===== src/rtl/core/dws_pkg.sv =====
// Package for the double-ended queue with search: sizes, request and status codes.
package dws_pkg;

	// Ring store depth and the widths that follow from it.
	localparam int DEPTH = 16;
	localparam int IDX_W = (DEPTH > 1) ? $clog2(DEPTH) : 1;
	localparam int CNT_W = $clog2(DEPTH + 1);

	// Fixed widths of the word fields.
	localparam int REQ_W  = 3;
	localparam int DATA_W = 32;
	localparam int STAT_W = 2;
	localparam int OUT_W  = 5;

	typedef logic [REQ_W-1:0]  req_t;
	typedef logic [STAT_W-1:0] stat_t;
	typedef logic [IDX_W-1:0]  idx_t;
	typedef logic [CNT_W-1:0]  cnt_t;

	localparam req_t REQ_PUSH_BACK  = 3'd0;
	localparam req_t REQ_PUSH_FRONT = 3'd1;
	localparam req_t REQ_POP_FRONT  = 3'd2;
	localparam req_t REQ_POP_BACK   = 3'd3;
	localparam req_t REQ_SEARCH     = 3'd4;

	localparam stat_t ST_OK    = 2'd0;
	localparam stat_t ST_FULL  = 2'd1;
	localparam stat_t ST_EMPTY = 2'd2;

endpackage


===== src/rtl/core/deque_with_search_unit.sv =====
// Top level of the double-ended queue with search: sequencer, ring store and compare unit.
//
// Usage: a request word (req_type, value) is accepted at a rising clock edge where
// start is high and busy is low. Busy then stays high until the request is finished.
// Every request gives exactly one result word on status, popped_value, found,
// match_count and occupancy, shown for exactly one cycle while done is high. The
// receiver cannot stall: it must take the word in that cycle. Busy falls in the same
// cycle that done rises, so a new start may be accepted while the result is shown.
//
// Every request passes through the execute state. A push, an unused request code or a pop
// on an empty queue finishes there; any other pop goes on to a state that takes the read
// entry, and a search goes on to the scan state. The search length is set by the single
// read port of the ring store: one held entry is read per cycle and checked in the cycle
// after by one shared 32-bit equality compare, and the count closes once the last check
// is done, so a search grows with the number of held entries.
//
// Reset (arst_n low, asynchronous) empties the queue: front index and count clear,
// the sequencer returns to idle and done is low. The ring store itself is not
// cleared; only slots that a push has written are ever read.
module deque_with_search_unit (
	input  logic                              clk,
	input  logic                              arst_n,
	input  logic                              start,
	output logic                              busy,
	input  logic [dws_pkg::REQ_W-1:0]         req_type,
	input  logic signed [dws_pkg::DATA_W-1:0] value,
	output logic                              done,
	output logic [dws_pkg::STAT_W-1:0]        status,
	output logic signed [dws_pkg::DATA_W-1:0] popped_value,
	output logic                              found,
	output logic [dws_pkg::OUT_W-1:0]         match_count,
	output logic [dws_pkg::OUT_W-1:0]         occupancy
);

	// Sequencer state codes.
	localparam logic [2:0] S_IDLE   = 3'd0;
	localparam logic [2:0] S_EXEC   = 3'd1;
	localparam logic [2:0] S_POP    = 3'd2;
	localparam logic [2:0] S_SEARCH = 3'd3;

	localparam int SUM_W = dws_pkg::CNT_W + 1;

	// Maps a front-relative sum below twice the depth back into the ring.
	function automatic dws_pkg::idx_t wrap(input logic [SUM_W-1:0] s);
		logic [SUM_W-1:0] r;
		begin
			r = s;
			if (s >= SUM_W'(dws_pkg::DEPTH)) begin
				r = s - SUM_W'(dws_pkg::DEPTH);
			end
			wrap = r[dws_pkg::IDX_W-1:0];
		end
	endfunction

	logic [2:0]                  state_q;
	dws_pkg::req_t               req_q;
	logic [dws_pkg::DATA_W-1:0]  val_q;
	dws_pkg::idx_t               front_q;
	dws_pkg::cnt_t               cnt_q;
	dws_pkg::cnt_t               idx_q;
	dws_pkg::cnt_t               matches_q;
	logic                        pend_q;

	logic                        done_q;
	dws_pkg::stat_t              status_q;
	logic [dws_pkg::DATA_W-1:0]  popped_q;
	logic                        found_q;
	logic [dws_pkg::OUT_W-1:0]   match_q;
	logic [dws_pkg::OUT_W-1:0]   occ_q;

	// Ring store: one write and one registered read per cycle.
	logic [dws_pkg::DATA_W-1:0]  mem [dws_pkg::DEPTH];
	logic [dws_pkg::DATA_W-1:0]  rd_q;
	logic                        we;
	dws_pkg::idx_t               wa;
	dws_pkg::idx_t               ra;

	logic                        accept;
	logic                        full;
	logic                        empty;
	logic                        hit;
	dws_pkg::idx_t               back_pos;
	dws_pkg::idx_t               tail_pos;
	dws_pkg::idx_t               front_dec;
	dws_pkg::idx_t               front_inc;
	dws_pkg::idx_t               scan_pos;

	assign accept = start && !busy;
	assign busy   = (state_q != S_IDLE);
	assign full   = (cnt_q == dws_pkg::CNT_W'(dws_pkg::DEPTH));
	assign empty  = (cnt_q == '0);

	// The one shared compare unit: the entry read last cycle against the search value.
	assign hit = (rd_q == val_q);

	// Slot after the back (push back target) and the back slot itself (pop back).
	assign tail_pos  = wrap(SUM_W'(front_q) + SUM_W'(cnt_q));
	assign back_pos  = wrap(SUM_W'(front_q) + SUM_W'(cnt_q) - SUM_W'(1));
	assign scan_pos  = wrap(SUM_W'(front_q) + SUM_W'(idx_q));
	assign front_dec = (front_q == '0) ? dws_pkg::IDX_W'(dws_pkg::DEPTH - 1)
	                                   : front_q - dws_pkg::IDX_W'(1);
	assign front_inc = (front_q == dws_pkg::IDX_W'(dws_pkg::DEPTH - 1)) ? '0
	                                   : front_q + dws_pkg::IDX_W'(1);

	// Store port control.
	always_comb begin
		we = 1'b0;
		wa = tail_pos;
		ra = front_q;
		if (state_q == S_EXEC) begin
			case (req_q)
				dws_pkg::REQ_PUSH_BACK: begin
					we = !full;
					wa = tail_pos;
				end
				dws_pkg::REQ_PUSH_FRONT: begin
					we = !full;
					wa = front_dec;
				end
				dws_pkg::REQ_POP_BACK: begin
					ra = back_pos;
				end
				default: begin
					ra = front_q;
				end
			endcase
		end else if (state_q == S_SEARCH) begin
			ra = scan_pos;
		end
	end

	always_ff @(posedge clk) begin
		if (we) begin
			mem[wa] <= val_q;
		end
		rd_q <= mem[ra];
	end

	// Sequencer and queue pointers.
	always_ff @(posedge clk or negedge arst_n) begin
		if (!arst_n) begin
			state_q   <= S_IDLE;
			front_q   <= '0;
			cnt_q     <= '0;
			idx_q     <= '0;
			matches_q <= '0;
			pend_q    <= 1'b0;
			done_q    <= 1'b0;
		end else begin
			done_q <= 1'b0;
			case (state_q)
				S_IDLE: begin
					if (accept) begin
						state_q <= S_EXEC;
					end
				end
				S_EXEC: begin
					case (req_q)
						dws_pkg::REQ_PUSH_BACK: begin
							if (!full) begin
								cnt_q <= cnt_q + dws_pkg::CNT_W'(1);
							end
							state_q <= S_IDLE;
							done_q  <= 1'b1;
						end
						dws_pkg::REQ_PUSH_FRONT: begin
							if (!full) begin
								cnt_q   <= cnt_q + dws_pkg::CNT_W'(1);
								front_q <= front_dec;
							end
							state_q <= S_IDLE;
							done_q  <= 1'b1;
						end
						dws_pkg::REQ_POP_FRONT: begin
							if (empty) begin
								state_q <= S_IDLE;
								done_q  <= 1'b1;
							end else begin
								cnt_q   <= cnt_q - dws_pkg::CNT_W'(1);
								front_q <= front_inc;
								state_q <= S_POP;
							end
						end
						dws_pkg::REQ_POP_BACK: begin
							if (empty) begin
								state_q <= S_IDLE;
								done_q  <= 1'b1;
							end else begin
								cnt_q   <= cnt_q - dws_pkg::CNT_W'(1);
								state_q <= S_POP;
							end
						end
						dws_pkg::REQ_SEARCH: begin
							idx_q     <= '0;
							matches_q <= '0;
							pend_q    <= 1'b0;
							state_q   <= S_SEARCH;
						end
						default: begin
							state_q <= S_IDLE;
							done_q  <= 1'b1;
						end
					endcase
				end
				S_POP: begin
					state_q <= S_IDLE;
					done_q  <= 1'b1;
				end
				S_SEARCH: begin
					// Issue one read per cycle; the compare checks each read once its registered data is back.
					if (idx_q != cnt_q) begin
						idx_q  <= idx_q + dws_pkg::CNT_W'(1);
						pend_q <= 1'b1;
					end else begin
						pend_q <= 1'b0;
					end
					if (pend_q && hit) begin
						matches_q <= matches_q + dws_pkg::CNT_W'(1);
					end
					if ((idx_q == cnt_q) && !pend_q) begin
						state_q <= S_IDLE;
						done_q  <= 1'b1;
					end
				end
				default: begin
					state_q <= S_IDLE;
				end
			endcase
		end
	end

	// Request word capture and result word registers.
	always_ff @(posedge clk) begin
		if (accept) begin
			req_q <= req_type;
			val_q <= value;
		end
		case (state_q)
			S_EXEC: begin
				status_q <= dws_pkg::ST_OK;
				popped_q <= '0;
				found_q  <= 1'b0;
				match_q  <= '0;
				occ_q    <= dws_pkg::OUT_W'(cnt_q);
				if (req_q inside {dws_pkg::REQ_PUSH_BACK, dws_pkg::REQ_PUSH_FRONT}) begin
					if (full) begin
						status_q <= dws_pkg::ST_FULL;
					end else begin
						occ_q <= dws_pkg::OUT_W'(cnt_q + dws_pkg::CNT_W'(1));
					end
				end else if (req_q inside {dws_pkg::REQ_POP_FRONT, dws_pkg::REQ_POP_BACK}) begin
					if (empty) begin
						status_q <= dws_pkg::ST_EMPTY;
					end
				end
			end
			S_POP: begin
				// The count was already lowered when the read was issued.
				popped_q <= rd_q;
				occ_q    <= dws_pkg::OUT_W'(cnt_q);
			end
			S_SEARCH: begin
				if ((idx_q == cnt_q) && !pend_q) begin
					found_q <= (matches_q != '0);
					match_q <= dws_pkg::OUT_W'(matches_q);
					occ_q   <= dws_pkg::OUT_W'(cnt_q);
				end
			end
			default: begin
				occ_q <= occ_q;
			end
		endcase
	end

	assign done         = done_q;
	assign status       = status_q;
	assign popped_value = popped_q;
	assign found        = found_q;
	assign match_count  = match_q;
	assign occupancy    = occ_q;

	// A result word only appears as the sequencer returns to idle.
	a_done_idle: assert property (@(posedge clk) disable iff (!arst_n)
		done_q |-> (state_q == S_IDLE))
		else $error("result word shown while the sequencer is still working");

	// The held count never passes the store depth.
	a_cnt_bound: assert property (@(posedge clk) disable iff (!arst_n)
		cnt_q <= dws_pkg::CNT_W'(dws_pkg::DEPTH))
		else $error("entry count above depth");

	// An accepted request word always makes the unit busy in the next cycle.
	a_accept_busy: assert property (@(posedge clk) disable iff (!arst_n)
		accept |=> busy)
		else $error("request word accepted without going busy");

	// A refused push is only reported when the queue is really full.
	a_full_status: assert property (@(posedge clk) disable iff (!arst_n)
		(done_q && (status_q == dws_pkg::ST_FULL)) |-> full)
		else $error("full status reported on a queue that is not full");

	// Search scan index never runs past the held count.
	a_scan_bound: assert property (@(posedge clk) disable iff (!arst_n)
		(state_q == S_SEARCH) |-> (idx_q <= cnt_q))
		else $error("search index past the held entries");

endmodule


===== config.mk =====
export PLATFORM = sky130hd
export DESIGN_NAME = deque_with_search_unit
export DESIGN_NICKNAME = d
export VERILOG_FILES = /design/src/rtl/core/dws_pkg.sv /design/src/rtl/core/deque_with_search_unit.sv
export SDC_FILE = /design/constraint.sdc
export NUM_CORES = 1
export LEC_CHECK = 0
export BUFFER_PORTS_ARGS = -buffer_cell sky130_fd_sc_hd__buf_2
export CORE_AREA = 2 2 153 304
export DETAILED_ROUTE_END_ITERATION = 10
export DIE_AREA = 0 0 155 306
export GPL_TIMING_DRIVEN = 0
export PLACE_DENSITY_LB_ADDON = 0.3
export SETUP_SLACK_MARGIN = 0.3
export SYNTH_ARGS = -nofsm -noshare
export SYNTH_HDL_FRONTEND = slang
export SYNTH_SLANG_ARGS = --single-unit

===== constraint.sdc =====
create_clock -name clk -period 6.4 [get_ports clk]
set_clock_uncertainty 0.1 [all_clocks]
set_input_delay 1.6 -clock clk [delete_from_list [all_inputs] [get_ports clk]]
set_output_delay 1.6 -clock clk [all_outputs]
set_load 0.05 [all_outputs]

Word-level counts from Yosys, hierarchy flattened
Memory sizes are Yosys's and may differ from the RTL's. A register that Yosys moved wholly into a read port is not among the register bits.
Index checks and enable logic that the tools add are counted.
Widths: inputs -> output; s select.

storage, ports and cells
  flip-flop bits (word level) = 104
  logic and storage cells = 128
  output and inout port bits = 47
  input bits = 38
  RAM bits = 512
  memories kept = 1

cells by class
  order comparisons = 3
  $add $sub $neg = 12
  equal/unequal tests = 20
  reductions and logical operators = 29
  multiplexer cells = 49

memories
  memory  depth  bits a word  read ports  clocked after Yosys merged registers in  write ports  line                          source
  mem     16     32           1           1                                        1            deque_with_search_unit.sv:72  logic [dws_pkg::DATA_W-1:0] mem [dws_pkg::DEPTH];

operator list
  kind                 count
  $pmux 32 s2          1
  $mux 4               12
  $mux 5               8
  $pmux 5 s2           4
  $eq 32x32->1         1
  $ge 6x5->1 const B   3
  $sub 4x1->4 const B  4
  $add 5x1->5 const B  3
  $pmux 5 s3           1
  $add 4x5->6          2
  $eq 3x2->1 const B   4
  $reduce_bool 2->1    6
  $mux 1               10
  $pmux 3 s3           1
  $reduce_and 3->1     3
  $mux 2               4
  $ne 2x1->1 const B   4
  $ne 2x2->1 const B   4
  $pmux 4 s2           1
  $reduce_and 2->1     4
  $eq 3x1->1 const B   2
  $logic_not 3->1      2
  $mux 3               2
  $pmux 1 s2           3
  18 further kinds     24

Depth between registers and ports, before layout
Gate-level depths: netlist (run 1).

  depth after elaboration = 6
  gate-level depth with buffers = 13

Worst setup path before layout (run 1)
No wires, ideal clock.

  kind = reg-to-reg
  from = reg cnt_q[1]
  to = mem mem[3][0] (netlist bit), enable pin
  library setup time = 0.421 ns
  path slack = 2.658 ns
  buffers on the path = 1
  data arrival time = 3.220 ns
  clock period less this slack = 3.742 ns
  cell stages (with the launch flop) = 10
  cell sequence = dfrtp_1 -> clkbuf_1 -> inv_1 -> ha_1 -> nand3_1 -> inv_1 -> or4_1 -> nor2b_1 -> nand2_1 -> nor2_1

between the ends
  cells in the longest elaborated chain, start to end = 6
  elaborated cells between the ends (all ways) = 12
  classes of those cells = add/sub: 2; order compare: 1; eq/ne: 1; mux: 7; reduce/logical: 1

RTL lines
  what                                                 line                           source
  from (decl)                                          deque_with_search_unit.sv:59   dws_pkg::cnt_t cnt_q;
  from (signal assigned)                               deque_with_search_unit.sv:161  cnt_q <= cnt_q + dws_pkg::CNT_W'(1);
  from (signal assigned)                               deque_with_search_unit.sv:168  cnt_q <= cnt_q + dws_pkg::CNT_W'(1);
  from (signal assigned)                               deque_with_search_unit.sv:179  cnt_q <= cnt_q - dws_pkg::CNT_W'(1);
  branches (longest 6 deep; another with $add 4x5->6)  -
  to (decl)                                            deque_with_search_unit.sv:72

Parallel ways; which one is timed is not known.

Worst setup path after layout (run 1)
  from = reg front_q[0]
  to = reg rd_q[9] (netlist bit) (read register of mem)

between the ends
  cells in the longest elaborated chain, start to end = 6
  elaborated cells between the ends (all ways) = 12
  classes of those cells = add/sub: 5; order compare: 2; mux: 5

RTL lines
  what                                              line                                                        source
  from (decl)                                       deque_with_search_unit.sv:58                                dws_pkg::idx_t front_q;
  from (signal assigned)                            deque_with_search_unit.sv:169                               front_q <= front_dec;
  from (signal assigned)                            deque_with_search_unit.sv:180                               front_q <= front_inc;
  $add 4x5->6                                       deque_with_search_unit.sv:98                                assign back_pos = wrap(SUM_W'(front_q) + SUM_W'(cnt_q) - SUM_W'(1));
  $sub 6x1->6                                       deque_with_search_unit.sv:98
  $ge 6x5->1 / $sub 4x1->4 (equally long branches)  deque_with_search_unit.sv:48, deque_with_search_unit.sv:49
  $mux 4                                            deque_with_search_unit.sv:48                                if (s >= SUM_W'(dws_pkg::DEPTH)) begin
  $mux 4                                            deque_with_search_unit.sv:111                               case (req_q)
  $mux 4 *                                          deque_with_search_unit.sv:110                               if (state_q == S_EXEC) begin
  to (decl)                                         deque_with_search_unit.sv:73                                logic [dws_pkg::DATA_W-1:0] rd_q;

Every way passes the cells marked *; elsewhere a longest branch is shown, timed or not.
A chain may end at the register's enable or synchronous reset.

==> results by group, run 1 <==
Status
  • Status: complete, but fails checks
  • Failing checks: capacitance limit, slew limit

CTS
  • Clock tree root buffer cell: clkbuf_16
  • Worst-Skew Late Latency: about 0.61 ns
  • H-Tree Depth: 2
  • Reg clk slew, reported paths: roughly 0.07 ns
  • CTS max path bufs: 3
  • Post-CTS sizing: 0
  • CTS tree: built
  • Num CTS Buffers: 53
  • Setup Fix Bufs, Post-CTS: 0
  • Clock Sinks: approximately 650
  • Hold_buf cts: 0

Worst setup path
  • Most used cell, CP: ha_1
  • Crit path capture type: flip-flop
  • Slowest CP cell: nor3_1
  • Max incr delay on CP: about 1.3 ns
  • Critical path class: reg2reg
  • R2R depth: 10
  • CP startpoint kind: flip-flop
  • Worst Path Required: slightly below 7 ns
  • Slack of the worst reg-to-reg path: ~1.6 ns
  • WP data arrival: 5.27 ns
  • Reg2Reg Launch Point: front_q[0]
  • Crit Path Max Fanout: 10
  • Reg2reg end: rd_q[9]
  • Critical-path cell list: ha_1, fa_1, inv_1, ha_1, xor2_1, a311oi_2, nor3_1, clkbuf_1, o211ai_1, nand3_1

Timing
  • Slew HR: -0.0439
  • Final cycle utilization of the critical path: 0.755
  • Setup TNS: 0 ns
  • RSZ-0062 raised after global routing: false
  • Final slew viol count: 5
  • Peak Freq: just over 200 MHz
  • Number of setup violations in the final report: 0
  • Fin. Hold Viols: 0
  • Tightest Pin Transition: approximately 1.6 ns
  • Fin crit period: just under 5 ns

Routing
  • Total Routed Length: 72300 microns
  • Initial DRC count: between 2k and 2.5k
  • Drt first pass iters: 8
  • DR vias: approximately 18k
  • Final ANT Viol Nets: 0
  • WL/cell: 26.9 microns
  • Via density: around 6.5
  • DRC violations left: 0

GRT
  • Largest net degree at the start of global routing: 33
  • Vias in the first global route: approximately 18k
  • M1 GR Usage: 0.323
  • First-pass GRT wire length: between 100000 and 150000 microns
  • Global route hottest layer: met2
  • Met3 GRT Util: 0.0396
  • GRT overflow: 0
  • Met2 Usage GRT: 0.553
  • Overall routing resource usage: 0.302
  • Initial antenna violation count: 0

Logic synthesis
  • #FFs+latches synth: 647
  • Syn_area_per_cell: approximately 14 sq um
  • Dominant cell type by area after synthesis: edfxtp_1
  • Post-synth top area share: 0.666
  • Synth Cell Area: 26700 sq um
  • Cell variety after synth: between 80 and 90
  • Fraction of registers with async set/reset: 0.0355
  • Synth Net Count: 1984
  • Most used DFF post-synth: edfxtp_1
  • Synth top area cells: edfxtp_1 (67%), nand2_1 (6.2%), dfxtp_1 (2.4%), dfrtp_1 (2.2%), a221oi_1 (2.0%)
  • Ys Warns: 0
  • Post-synth EDFFs: roughly 590
  • Sequential area share after synthesis: 0.711
  • Cells after synthesis: just under 2k

Place
  • # port buffers: 84
  • GP Congestion: slightly above 0.9
  • Hpwl dp: between 50000 and 60000 microns

Die
  • Die area: between 40000 and 50000 sq um
  • Row count: 110
  • Die Y: slightly above 300 microns
  • Initial Util: 0.594
  • Die width: about 160 microns
  • I/O pins: between 80 and 90
  • Core area: approximately 45000 sq um

Min path
  • Hold Path Depth: 1
  • Hold Path End: popped_value[24]
  • Hold wc startpoint: rd_q[24]
  • Hold/Removal Path Class: reg2reg

Final layout
  • Layout cells sized above 1: 0.157
  • Ant diodes: 0
  • Nets@finish: between 2k and 2.5k
  • Area delta synth->final: 13.1%
  • Post-layout util: 0.671
  • FILL cells: 3027

Flow run
  • Max Cap Viol: 1
how the worst max path moves through the flow:
stage | start | end | slack, ns | depth (start not counted)
6_report | front_q[0] | rd_q[9] | 1.57 | 10
5_1_grt | front_q[0] | rd_q[9] | 1.73 | 10
4_1_cts | front_q[0] | rd_q[9] | 1.88 | 10
3_5_place_dp | front_q[0] | rd_q[9] | 1.92 | 10
3_3_place_gp | cnt_q[0] | mem[15][14] | 0.72 | 9
2_1_floorplan | cnt_q[1] | mem[3][0] | 2.66 | 9
cell type report:
class / count / area, sq um / share of cell area
multi-input cells: 1130 / 7110 / 0.235
repair buffers: 101 / 836 / 0.0277
clock inverters: 30 / 425 / 0.0141
flip-flops and latches: 647 / 19000 / 0.629
plain buffers: 126 / 652 / 0.0216
clock buffers: 67 / 1410 / 0.0467
well taps: 560 / 701 / 0.0232
inverters: 22 / 82.6 / 0.00273
placed cells by master (no fill, tap or decap), types with 4 or more instances in the layout:
master,synthesis,final
xor2_1,9,9
o211ai_2,19,19
dfrtp_1,23,23
nand3_1,74,74
a222oi_1,31,31
nor2_1,68,52
nor3_1,14,14
a32oi_2,10,10
a211oi_1,6,6
nand4_1,73,73
nand2_1,438,438
buf_6,6,6
and2_1,42,41
inv_1,21,21
bufinv_16,0,10
ha_1,19,18
edfxtp_1,592,592
nor2b_1,6,6
clkbuf_16,0,54
nor2_4,1,17
dfxtp_1,32,32
buf_16,0,10
o21ai_0,25,25
nand2b_1,4,4
a221oi_1,62,62
o211ai_1,46,46
clkinv_1,0,7
a32oi_1,21,21
xnor2_1,40,40
clkinv_2,0,9
buf_2,38,122
mux2_2,34,34
o211a_1,4,4
buf_12,3,10
mux2i_1,6,6
clkbuf_1,73,85
a21oi_1,17,17
metrics by stage:
stage | hold WS (ns) | worst slack (ns) | instances | instance area [sq um]
after floorplan | 0.379 | 2.66 | 1925 | 26700
final | 0.470 | 1.57 | 2683 | 30200
after CTS | 0.466 | 1.88 | 2683 | 30200
after detailed placement | 0.451 | 1.92 | 2586 | 28400
after global placement | 0.448 | 0.716 | 2569 | 27800
after global routing | 0.508 | 1.73 | 2683 | 30200
critical path, delay by kind of cell (launching register included):
kind            cells  cell delay, ns
compound gates      2            0.74
xor+xnor            1            0.23
fa+ha+maj           3            1.12
buf+inv             2            0.61
flops               1            0.49
simple gates        2            1.47
sequential cells by signal (all words and copies together) (netlist names), 2 cells and up:
name,count
popped_value,32
matches_q,5
status,2
val_q,32
req_q,3
front_q,4
cnt_q,5
state_q,2
mem,512
idx_q,5
match_count,5
occupancy,5
rd_q,32
per-layer routing:
layer  vias up  routed length [microns]
met3       276                     5370
li1       7604                        -
met5         -                        0
met4         0                     5170
met1      8638                    23400
met2      1045                    38400
cells in the mapped netlist, types with 32 or more instances:
master / number
edfxtp_1: 592
o211ai_1: 46
nand4_1: 73
nor2_1: 68
buf_2: 38
a221oi_1: 62
dfxtp_1: 32
clkbuf_1: 73
nand3_1: 74
xnor2_1: 40
mux2_2: 34
nand2_1: 438
and2_1: 42
logic make-up (layout without fill, tap and decap cells):
logic type / count (synthesis) / count (layout) / synth area share
muxes: 44 / 44 / 0.0191
adders and majority gates: 21 / 21 / 0.0104
DFF: 647 / 647 / 0.711
and+or+nand+nor: 746 / 746 / 0.127
AOI/OAI and AO/OA: 269 / 269 / 0.0888
xor gates and xnor gates: 50 / 50 / 0.0167
buffers and inverters: 148 / 346 / 0.0275
Power of run 1 is not shown: default switching activity piles up to over one toggle a cycle in this logic, so the estimate is an artifact.
==> run 2, diff against run 1 <==
--- a/config.mk
+++ b/config.mk
@@ -6,9 +6,9 @@
 export NUM_CORES = 1
 export LEC_CHECK = 0
 export BUFFER_PORTS_ARGS = -buffer_cell sky130_fd_sc_hd__buf_2
-export CORE_AREA = 2 2 153 304
+export CORE_AREA = 2 2 158 314
 export DETAILED_ROUTE_END_ITERATION = 10
-export DIE_AREA = 0 0 155 306
+export DIE_AREA = 0 0 160 316
 export GPL_TIMING_DRIVEN = 0
 export PLACE_DENSITY_LB_ADDON = 0.3
 export SETUP_SLACK_MARGIN = 0.3
==> constraint.sdc (replaced) <==
create_clock -name clk -period 4.3 [get_ports clk]
set_clock_uncertainty 0.1 [all_clocks]
set_input_delay 1.075 -clock clk [delete_from_list [all_inputs] [get_ports clk]]
set_output_delay 1.075 -clock clk [all_outputs]
set_load 0.05 [all_outputs]
==> results by group, run 2 (synthesis results as in run 1) <==
Final layout
  • Post-route cell area: between 30000 and 40000 sq um
  • Area delta synth->final: 13.8%
  • Most common cell after layout, fill and taps aside: edfxtp_1
  • Nets@finish: 2147
  • Post-layout util: 0.631
  • Biggest register: mem
  • Ant diodes: 0
  • Layout cells sized above 1: 0.172
  • Max reg flops: 512
  • Most frequent cells in the layout: edfxtp_1 (592), nand2_1 (438), buf_2 (122)

CTS
  • Clock tree root buffer cell: clkbuf_16
  • Clock Sinks: 647
  • Hold_buf cts: 0
  • CTS max path bufs: 3
  • Num CTS Buffers: 53
  • Worst-Skew Late Latency: 0.61 ns
  • H-Tree Depth: 2
  • CTS tree: built
  • Reg clk slew, reported paths: 0.07 ns

Timing
  • Final cycle utilization of the critical path: 0.910
  • Final slew viol count: 0
  • Setup slack after layout: 0.387 ns
  • Number of setup violations in the final report: 0
  • Peak Freq: approximately 260 MHz
  • Fin. Hold Viols: 0
  • RSZ-0062 raised after global routing: false
  • Slew HR: 0.332
  • Tightest Pin Transition: roughly 1.0 ns
  • Fin crit period: about 4 ns

GRT
  • First-pass GRT wire length: around 110000 microns
  • Vias in the first global route: between 15k and 20k
  • GRT overflow: 0
  • Overall routing resource usage: 0.293
  • Initial antenna violation count: 0
  • Largest net degree at the start of global routing: 33

Flow run
  • Max Cap Viol: 0

Place
  • Hpwl dp: 51000 microns
  • Placed inst area: ~28000 sq um
  • Pre-CTS setup slack: -0.0463 ns
  • GP Congestion: approximately 0.9
  • # port buffers: 84

Min path
  • Hold/Removal Path Class: in2async

Worst setup path
  • Critical path class: reg2reg
  • Crit path capture type: flip-flop
  • WP data arrival: between 4 and 5 ns
  • CP startpoint kind: flip-flop
  • Crit Path Max Fanout: 10
  • Worst Path Required: 4.74 ns

Die
  • Initial Util: 0.554
  • Row count: 114
  • Die width: about 160 microns
  • Die Y: around 320 microns
  • Die area: roughly 51000 sq um
  • Core area: 48200 sq um
  • I/O pins: 85

Routing
  • Initial DRC count: a little under 2k
  • WL/cell: about 27 microns
  • Final ANT Viol Nets: 0
  • Via density: roughly 6.3
  • Drt first pass iters: 6
  • DR vias: between 15k and 20k
  • Total Routed Length: between 70000 and 80000 microns
  • DRC violations left: 0

Status
  • Status: complete, no violations
==> run 2: what timing repair did <==
action | in CTS | in global routing
endpoints found under the setup margin | 31 | 24
pin swaps | 1 | 2
buffers inserted | 3 | 4
gates resized for setup | 6 | 21
==> run 2: layout make-up <==
cell class	instances	area (sq um)
Tap cell	638	798
Buffer	126	664
Timing Repair Buffer	108	843
Multi-Input combinational cell	1130	7150
Inverter	22	82.6
Clock buffer	66	1440
Clock inverter	32	437
Sequential cell	647	19000
Fill cell	3673	17800
==> run 2: layer usage <==
metal,wire length (microns),GRT usage,vias up
li1,-,-,7616
met5,0,0,-
met3,5130,0.0390,301
met1,23500,0.300,8614
met2,39000,0.539,943
met4,6460,0.223,0
==> run 2: path summary, 6_finish.rpt <==
| path | from | endpoint | slack (ns) | depth (start not counted) |
|---|---|---|---|---|
| max | front_q[0] | rd_q[8] | 0.39 | 10 |
| min | arst_n | cnt_q[3] | 0.35 | 1 |
| max reg2reg | front_q[0] | rd_q[8] | 0.39 | 10 |
| min reg2reg | rd_q[28] | popped_value[28] | 0.48 | 1 |
| max in group asynchronous | arst_n | matches_q[3] | 3.36 | 1 |
| min in group clk | rd_q[28] | popped_value[28] | 0.48 | 1 |
==> run 2: worst max-delay path: stages (launching register included) <==
cell       delay [ns]
dfrtp_1          0.50
ha_1             0.28
fa_1             0.59
inv_1            0.07
ha_1             0.29
nand4bb_1        0.25
o211a_1          0.25
nor3_2           0.55
clkbuf_1         0.59
o211ai_1         0.24
nand3_1          0.14
==> run 2: through the flow <==
stage / setup TNS (ns) / instances / hold slack [ns]
3_5_place_dp: -0.0576 / 2664 / 0.455
4_1_cts: 0 / 2765 / 0.356
6_report: 0 / 2769 / 0.351
5_1_grt: 0 / 2769 / 0.393
3_3_place_gp: -512.01 / 2647 / 0.443
2_1_floorplan: 0 / 1925 / 0.379
Power of run 2 is left out for the same reason.
